`config.mk`:
```
export PLATFORM = sky130hd
export DESIGN_NAME = pin_lock_controller_core
export DESIGN_NICKNAME = d
export VERILOG_FILES = /design/src/hdl/plc_pkg.sv /design/src/hdl/pin_lock_controller_core.sv
export SDC_FILE = /design/constraint.sdc
export NUM_CORES = 1
export LEC_CHECK = 0
export BUFFER_PORTS_ARGS = -buffer_cell sky130_fd_sc_hd__buf_2
export CAP_MARGIN = 20
export CELL_PAD_IN_SITES_DETAIL_PLACEMENT = 1
export CELL_PAD_IN_SITES_GLOBAL_PLACEMENT = 2
export CORE_UTILIZATION = 36
export DETAILED_ROUTE_END_ITERATION = 8
export PLACE_DENSITY_LB_ADDON = 0.1
export SYNTH_ARGS = -nofsm -noshare
export SYNTH_HDL_FRONTEND = slang
export SYNTH_SLANG_ARGS = --single-unit
```
`constraint.sdc`:
```
create_clock -name clk -period 4 [get_ports clk]
set_clock_uncertainty 0.1 [all_clocks]
set_input_delay 1 -clock clk [delete_from_list [all_inputs] [get_ports clk]]
set_output_delay 1 -clock clk [all_outputs]
set_load 0.1 [all_outputs]
```
`src/hdl/plc_pkg.sv`:
```
// Package for the PIN lock controller: sizes, phase, key and event codes.
// Used by pin_lock_controller_core; depends on nothing.
`timescale 1ns / 1ps

package plc_pkg;

    localparam int PIN_DIGITS = 4;
    localparam int IDX_W      = (PIN_DIGITS > 1) ? $clog2(PIN_DIGITS) : 1;
    localparam int POS_W      = 3;
    localparam int DIGIT_W    = 4;
    localparam int FAIL_W     = 4;
    localparam int TICK_W     = 16;
    localparam int ADDR_W     = 3;
    localparam int DATA_W     = 32;

    localparam logic [FAIL_W-1:0] FAIL_MAX        = '1;
    localparam logic [FAIL_W-1:0] LIMIT_RESET     = 4'd3;
    localparam logic [TICK_W-1:0] TICKS_RESET     = 16'd30;
    localparam logic [DIGIT_W-1:0] DIGIT_MAX      = 4'd9;

    typedef logic [PIN_DIGITS-1:0][DIGIT_W-1:0] pin_t;

    typedef enum logic [1:0] {
        PH_SET     = 2'd0,
        PH_CONFIRM = 2'd1,
        PH_LOCKED  = 2'd2,
        PH_ENTER   = 2'd3
    } phase_t;

    typedef enum logic [1:0] {
        KEY_DIGIT = 2'd0,
        KEY_BACK  = 2'd1,
        KEY_OK    = 2'd2,
        KEY_TICK  = 2'd3
    } mode_t;

    typedef enum logic [3:0] {
        EV_NONE     = 4'd0,
        EV_FIRST    = 4'd1,
        EV_MISMATCH = 4'd2,
        EV_STORED   = 4'd3,
        EV_VERIFIED = 4'd4,
        EV_WRONG    = 4'd5,
        EV_LOCKED   = 4'd6,
        EV_UNLOCKED = 4'd7,
        EV_IGNORED  = 4'd8
    } event_t;

    typedef enum logic [0:0] {
        REG_ATTEMPT_LIMIT = 1'b0,
        REG_LOCKOUT_TICKS = 1'b1
    } reg_index_t;

endpackage

```
`src/hdl/pin_lock_controller_core.sv`:
```
// Top level of the keypad PIN lock with failure count and timed lockout.
// Depends on plc_pkg.
`timescale 1ns / 1ps

// Usage:
//   Input channel (in_valid / in_stall, mode, digit) takes one word per key
//   press or one-second tick. Output channel (out_valid / out_stall) returns
//   exactly one word per input word: phase, entered_count, failures,
//   lockout_left and event_res, all showing the state after that word.
//   Configuration goes through the APB port: attempt_limit at 0x0,
//   lockout_ticks at 0x4; write only while no word is in flight.
//   A result word passes one input register, then the state update and the
//   result register; out_stall can hold it in the input register. Throughput
//   is one word per cycle while the receiver does not stall.
//   When out_stall is high and a result is held, in_stall rises as soon as
//   the input register is also full; nothing is dropped.
//   Reset puts the lock in the set-PIN phase with an empty entry, no
//   failures, no lockout, attempt_limit 3 and lockout_ticks 30. The stored
//   PIN holds no value until the first complete entry is made.
module pin_lock_controller_core (
    input  logic                        clk,
    input  logic                        rst_n,
    input  logic                        psel,
    input  logic                        penable,
    input  logic                        pwrite,
    input  logic [plc_pkg::ADDR_W-1:0]  paddr,
    input  logic [plc_pkg::DATA_W-1:0]  pwdata,
    output logic [plc_pkg::DATA_W-1:0]  prdata,
    output logic                        pready,
    input  logic                        in_valid,
    output logic                        in_stall,
    input  logic [1:0]                  mode,
    input  logic [plc_pkg::DIGIT_W-1:0] digit,
    output logic                        out_valid,
    input  logic                        out_stall,
    output logic [1:0]                  phase,
    output logic [plc_pkg::POS_W-1:0]   entered_count,
    output logic [plc_pkg::FAIL_W-1:0]  failures,
    output logic [plc_pkg::TICK_W-1:0]  lockout_left,
    output logic [3:0]                  event_res
);
    import plc_pkg::*;

    logic [FAIL_W-1:0]  limit_reg;
    logic [TICK_W-1:0]  ticks_reg;
    reg_index_t         cfg_idx;
    logic               cfg_wr;

    logic               s1_valid_reg;
    mode_t              s1_mode_reg;
    logic [DIGIT_W-1:0] s1_digit_reg;

    phase_t             phase_reg, phase_next;
    pin_t               entry_reg, entry_next;
    pin_t               stored_reg, stored_next;
    pin_t               filled;
    logic [POS_W-1:0]   pos_reg, pos_next, pos_dec;
    logic [FAIL_W-1:0]  fail_reg, fail_next, fail_inc;
    logic [TICK_W-1:0]  lock_reg, lock_next;
    event_t             ev;

    logic               out_valid_reg;
    phase_t             out_phase_reg;
    logic [POS_W-1:0]   out_pos_reg;
    logic [FAIL_W-1:0]  out_fail_reg;
    logic [TICK_W-1:0]  out_lock_reg;
    event_t             out_ev_reg;

    logic               out_free;
    logic               fire;

    // configuration port
    assign pready  = 1'b1;
    assign cfg_idx = reg_index_t'(paddr[2]);
    assign cfg_wr  = psel && penable && pwrite;

    always_ff @(posedge clk or negedge rst_n)
    begin
        if (!rst_n)
        begin
            limit_reg <= LIMIT_RESET;
            ticks_reg <= TICKS_RESET;
        end
        else if (cfg_wr)
        begin
            unique case (cfg_idx)
                REG_ATTEMPT_LIMIT: limit_reg <= pwdata[FAIL_W-1:0];
                REG_LOCKOUT_TICKS: ticks_reg <= pwdata[TICK_W-1:0];
                default: ;
            endcase
        end
    end

    always_comb
    begin
        prdata = '0;
        unique case (cfg_idx)
            REG_ATTEMPT_LIMIT: prdata = {{(DATA_W-FAIL_W){1'b0}}, limit_reg};
            REG_LOCKOUT_TICKS: prdata = {{(DATA_W-TICK_W){1'b0}}, ticks_reg};
            default: prdata = '0;
        endcase
    end

    // handshake
    assign out_free = !out_valid_reg || !out_stall;
    assign fire     = s1_valid_reg && out_free;
    assign in_stall = s1_valid_reg && !out_free;

    always_ff @(posedge clk or negedge rst_n)
    begin
        if (!rst_n)
        begin
            s1_valid_reg <= 1'b0;
        end
        else if (!in_stall)
        begin
            s1_valid_reg <= in_valid;
        end
    end

    always_ff @(posedge clk)
    begin
        if (in_valid && !in_stall)
        begin
            s1_mode_reg  <= mode_t'(mode);
            s1_digit_reg <= digit;
        end
    end

    // state update
    assign pos_dec  = pos_reg - POS_W'(1);
    assign fail_inc = (fail_reg == FAIL_MAX) ? fail_reg : fail_reg + FAIL_W'(1);

    always_comb
    begin
        phase_next  = phase_reg;
        entry_next  = entry_reg;
        stored_next = stored_reg;
        pos_next    = pos_reg;
        fail_next   = fail_reg;
        lock_next   = lock_reg;
        ev          = EV_NONE;
        filled      = entry_reg;
        filled[pos_reg[IDX_W-1:0]] = s1_digit_reg;

        if (s1_mode_reg == KEY_TICK)
        begin
            if (phase_reg == PH_LOCKED)
            begin
                if (lock_reg <= TICK_W'(1))
                begin
                    lock_next  = '0;
                    phase_next = PH_ENTER;
                    fail_next  = '0;
                    entry_next = '0;
                    pos_next   = '0;
                    ev         = EV_UNLOCKED;
                end
                else
                begin
                    lock_next = lock_reg - TICK_W'(1);
                end
            end
        end
        else if (phase_reg == PH_LOCKED)
        begin
            ev = EV_IGNORED;
        end
        else if (s1_mode_reg == KEY_DIGIT)
        begin
            if (s1_digit_reg > DIGIT_MAX)
            begin
                ev = EV_IGNORED;
            end
            else if (pos_reg == POS_W'(PIN_DIGITS - 1))
            begin
                // full entry: submit and clear
                entry_next = '0;
                pos_next   = '0;
                unique case (phase_reg)
                    PH_SET:
                    begin
                        stored_next = filled;
                        phase_next  = PH_CONFIRM;
                        ev          = EV_FIRST;
                    end
                    PH_CONFIRM:
                    begin
                        if (filled == stored_reg)
                        begin
                            phase_next = PH_ENTER;
                            ev         = EV_STORED;
                        end
                        else
                        begin
                            phase_next = PH_SET;
                            ev         = EV_MISMATCH;
                        end
                    end
                    PH_ENTER:
                    begin
                        if (filled == stored_reg)
                        begin
                            fail_next = '0;
                            ev        = EV_VERIFIED;
                        end
                        else
                        begin
                            fail_next = fail_inc;
                            if (fail_inc >= limit_reg)
                            begin
                                phase_next = PH_LOCKED;
                                lock_next  = ticks_reg;
                                ev         = EV_LOCKED;
                            end
                            else
                            begin
                                ev = EV_WRONG;
                            end
                        end
                    end
                    default: ;
                endcase
            end
            else
            begin
                entry_next = filled;
                pos_next   = pos_reg + POS_W'(1);
            end
        end
        else if (s1_mode_reg == KEY_BACK)
        begin
            if (pos_reg != '0)
            begin
                pos_next = pos_dec;
                entry_next[pos_dec[IDX_W-1:0]] = '0;
            end
        end
    end

    always_ff @(posedge clk or negedge rst_n)
    begin
        if (!rst_n)
        begin
            phase_reg <= PH_SET;
            entry_reg <= '0;
            pos_reg   <= '0;
            fail_reg  <= '0;
            lock_reg  <= '0;
        end
        else if (fire)
        begin
            phase_reg <= phase_next;
            entry_reg <= entry_next;
            pos_reg   <= pos_next;
            fail_reg  <= fail_next;
            lock_reg  <= lock_next;
        end
    end

    always_ff @(posedge clk)
    begin
        if (fire)
        begin
            stored_reg <= stored_next;
        end
    end

    // result register
    always_ff @(posedge clk or negedge rst_n)
    begin
        if (!rst_n)
        begin
            out_valid_reg <= 1'b0;
        end
        else if (out_free)
        begin
            out_valid_reg <= s1_valid_reg;
        end
    end

    always_ff @(posedge clk)
    begin
        if (fire)
        begin
            out_phase_reg <= phase_next;
            out_pos_reg   <= pos_next;
            out_fail_reg  <= fail_next;
            out_lock_reg  <= lock_next;
            out_ev_reg    <= ev;
        end
    end

    assign out_valid     = out_valid_reg;
    assign phase         = out_phase_reg;
    assign entered_count = out_pos_reg;
    assign failures      = out_fail_reg;
    assign lockout_left  = out_lock_reg;
    assign event_res     = out_ev_reg;

    // checks
    a_lock_idle: assert property (@(posedge clk) disable iff (!rst_n)
        (phase_reg != PH_LOCKED) |-> (lock_reg == '0))
        else $error("lockout counter running outside lockout");

    a_entry_short: assert property (@(posedge clk) disable iff (!rst_n)
        pos_reg < POS_W'(PIN_DIGITS))
        else $error("entry buffer held full");

    a_fire_result: assert property (@(posedge clk) disable iff (!rst_n)
        fire |=> out_valid_reg)
        else $error("processed word produced no result");

endmodule

```
==> metrics.txt <==
run status=complete, no violations; Async S/R FF share, synth=a little under three fifths; number of warnings reported in the yosys synthesis log=0; number of antenna violations at the first check in global routing=0; growth of design area from synthesis to finish=19.5%; Final Cycle Share=a little over four fifths; die height=134 um; startpoint of the worst-slack reg-to-reg timing path=pos_reg[1]; Starting DRT DRC Count=roughly 180; adder and majority cell fraction of the synthesized area=roughly 3.4%; number of antenna-violating nets in the routed design=0; critical path capture point type=flop; maximum buffer depth of the clock tree=2; count of unresolved DRC violations after routing=0; slew at the pin closest to its max-slew limit=a little under 0.7 ns; number of pins exceeding their max-slew limit in the final report=0; number of top-level pins=roughly 110; Setup crit start kind=flop; fraction of synthesized cell area in xor and xnor cells=2.51%; GR Overflow Total=0; setup_tns=0 ns; global-route usage over all layers=roughly 20%; Ant. Diodes=0; total number of nets in the final design=about 740; arrival time of data at the critical path endpoint=3.43 ns; CTS Buf Count=17; Total Routed Length=around 16 mm; Hold Vio Cnt, Final=0; Setup Buffers After CTS=0; hold buffer count at cts=0; Synth Area per Inst=~11 um^2; post-layout min period=between 3 and 4 ns; worst slack at placement=0.635 ns; fraction of layout cells with a size suffix above 1=roughly 24%; Worst Slack Setup Final=0.634 ns; DR WL/cell=between 15 and 20 um; DP Wirelength=~12 mm; Slew HR=between 50% and 60%; cell at the root of the clock tree=sky130_fd_sc_hd__clkbuf_16; largest family of logic cells by synthesized area=compound AO/OA/AOI/OAI gates; cell area after technology mapping=6280 um^2; count of different cell masters after synthesis=53; sum of internal, switching and leakage power=0.00436 W; CTS Sinks=114; Worst Path Required=around 4.1 ns; unrepaired setup endpoints after global routing=false; insertion delay of the later-clocked pin in the worst-skew pair=0.42 ns; EDFF count, synth=a little over 50; main flop type after synthesis=sky130_fd_sc_hd__dfrtp_1; initial core utilization=37.3%; Final Wtd Congestion=around 0.74; Worst Hold Slack=roughly 0.39 ns; CTS tree=yes; fraction of synthesized area in multiplexers=7.03%; Pleak=3.26 nW; Seq/Total Area, Yosys=roughly half; number of max-capacitance violations reported=0; Setup Viol. Count Final=0; Peak VDD IR=0.000351 V; wire length of the first global-routing pass=approximately 27 mm; crit path kind=reg -> reg; Worst-path clk slew=approximately 0.06 ns; capturing element of the worst setup path=lockout_left[12]; total number of H-tree levels=4; Yosys reg bits=114; worst reg2reg endpoint=lockout_left[12]; Synth Area in Compound Gates=between 10% and 20%; largest net degree at the start of global routing=43; Hold/Removal Path Class=reg -> reg; First-pass DRT Iterations=4; Filler cells=1900; vias in the first global route=roughly 5000; core box area=between 15000 and 20000 um^2; count of buffers inserted at the top-level ports=76; final core utilization=~45%; synthesized-area fraction occupied by and/or/nand/nor cells=15.3%; post-cts repair resize count=0; power density over the cells=between 500 and 600 nW/um^2; vias after detailed routing=4800; post-synthesis cell count=roughly 600; Fmax achieved=around 300 MHz; Worst Reg-to-Reg Cells=10; site row count=47; Register-to-Register Setup Slack=~0.63 ns; width of the die=about 130 um; via density per instance=5.28; Total Die Area=18000 um^2; maximum fanout along the worst path=15; start point of the critical path=pos_reg[1]
critical path: stages, from the launching register on:
cell,delay [ns]
sky130_fd_sc_hd__dfrtp_1,0.45
sky130_fd_sc_hd__inv_1,0.12
sky130_fd_sc_hd__ha_1,0.44
sky130_fd_sc_hd__mux2_2,0.41
sky130_fd_sc_hd__xor2_1,0.14
sky130_fd_sc_hd__nor4_1,0.35
sky130_fd_sc_hd__nand4_1,0.14
sky130_fd_sc_hd__buf_4,0.21
sky130_fd_sc_hd__and3_1,0.21
sky130_fd_sc_hd__buf_4,0.22
sky130_fd_sc_hd__a221o_1,0.32
stage by stage:
step | instances | area [um^2]
floorplan | 613 | 6340
global placement | 877 | 6870
detailed placement | 877 | 6870
CTS | 909 | 7500
global route | 909 | 7500
finish | 909 | 7500
where the power goes:
group	internal [W]	switching (W)
logic	0.000328	0.000881
registers	0.00140	0.000127
clock network	0.00107	0.000551
total	0.00280	0.00156
kinds of logic after synthesis:
kind of cell / after synthesis
buf+inv: 80
flops: 114
other cells: 2
fa+ha+maj: 17
compound gates: 139
simple gates: 187
xor+xnor: 18
mux: 41
per-layer routing:
metal  global-route usage, %  vias to the layer above  share of wire (%)
li1                        -                     2299                  -
met1                    24.4                     2407                 46
met2                    33.9                       77                 50
met3                    4.57                       17                3.2
met4                    5.74                        0                1.1
met5                       0                        -                  0
cell usage after synthesis (3+ instances only):
cell type	n	share of area (%)
sky130_fd_sc_hd__a21o_1	4	0.48
sky130_fd_sc_hd__a21oi_1	26	2.1
sky130_fd_sc_hd__a221o_1	14	2.2
sky130_fd_sc_hd__a22o_1	9	1.3
sky130_fd_sc_hd__a22oi_1	4	0.48
sky130_fd_sc_hd__a31oi_1	8	0.80
sky130_fd_sc_hd__a32o_1	10	1.6
sky130_fd_sc_hd__and2_1	19	1.9
sky130_fd_sc_hd__and3_1	5	0.50
sky130_fd_sc_hd__buf_2	3	0.24
sky130_fd_sc_hd__buf_4	17	2.0
sky130_fd_sc_hd__clkbuf_1	29	1.7
sky130_fd_sc_hd__dfrtp_1	57	23
sky130_fd_sc_hd__dfstp_2	6	2.5
sky130_fd_sc_hd__edfxtp_1	51	24
sky130_fd_sc_hd__ha_1	17	3.4
sky130_fd_sc_hd__inv_1	29	1.7
sky130_fd_sc_hd__mux2_2	25	4.5
sky130_fd_sc_hd__mux2i_1	16	2.5
sky130_fd_sc_hd__nand2_1	54	3.2
sky130_fd_sc_hd__nand2b_1	7	0.70
sky130_fd_sc_hd__nand3_1	10	0.80
sky130_fd_sc_hd__nand3b_1	3	0.36
sky130_fd_sc_hd__nand4_1	4	0.40
sky130_fd_sc_hd__nor2_1	41	2.5
sky130_fd_sc_hd__nor2b_1	4	0.40
sky130_fd_sc_hd__nor3_1	15	1.2
sky130_fd_sc_hd__nor4_1	6	0.60
sky130_fd_sc_hd__o21a_1	4	0.48
sky130_fd_sc_hd__o21ai_0	31	2.5
sky130_fd_sc_hd__o311ai_0	8	1.1
sky130_fd_sc_hd__o31ai_1	8	0.96
sky130_fd_sc_hd__or2_2	3	0.30
sky130_fd_sc_hd__or3_1	7	0.70
sky130_fd_sc_hd__xnor2_1	15	2.1
sky130_fd_sc_hd__xor2_1	3	0.42
cell type report:
type,count,area [um^2],area share (%)
tap,220,275,3.67
sequential,114,3120,41.5
clock buffer,20,457,6.09
clock inverter,12,181,2.42
timing repair buffer,95,523,6.97
multi-input combinational,419,2840,37.9
inverter,29,109,1.45
worst min path at each step:
stage                            start            to  slack, ns  depth (start not counted)
after detailed placement  entry_reg[5]  entry_reg[5]       0.38                          1
after global routing      entry_reg[8]  entry_reg[8]       0.41                          1
after floorplan           s1_valid_reg     out_valid       0.36                          1
after global placement    entry_reg[6]  entry_reg[6]       0.37                          1
after CTS                 entry_reg[5]  entry_reg[5]       0.39                          1
final                     entry_reg[5]  entry_reg[5]       0.39                          1
layout by cell type (no fill, tap or decap), types with 5 or more instances in the layout:
cell type,count
sky130_fd_sc_hd__o31ai_1,8
sky130_fd_sc_hd__mux2i_1,16
sky130_fd_sc_hd__a32o_1,10
sky130_fd_sc_hd__nand2_1,54
sky130_fd_sc_hd__a31oi_1,8
sky130_fd_sc_hd__dfrtp_1,57
sky130_fd_sc_hd__inv_1,29
sky130_fd_sc_hd__o311ai_0,8
sky130_fd_sc_hd__nor3_1,14
sky130_fd_sc_hd__nand2b_1,7
sky130_fd_sc_hd__nor2_1,41
sky130_fd_sc_hd__and3_1,5
sky130_fd_sc_hd__a221o_1,14
sky130_fd_sc_hd__buf_4,19
sky130_fd_sc_hd__or3_1,7
sky130_fd_sc_hd__buf_2,76
sky130_fd_sc_hd__a21oi_1,26
sky130_fd_sc_hd__a22o_1,9
sky130_fd_sc_hd__xnor2_1,15
sky130_fd_sc_hd__and2_1,19
sky130_fd_sc_hd__o21ai_0,31
sky130_fd_sc_hd__dfstp_2,6
sky130_fd_sc_hd__conb_1,17
sky130_fd_sc_hd__clkbuf_16,17
sky130_fd_sc_hd__nor4_1,6
sky130_fd_sc_hd__edfxtp_1,51
sky130_fd_sc_hd__ha_1,17
sky130_fd_sc_hd__mux2_2,25
sky130_fd_sc_hd__nand3_1,10
(Power assumes the default switching activity.)
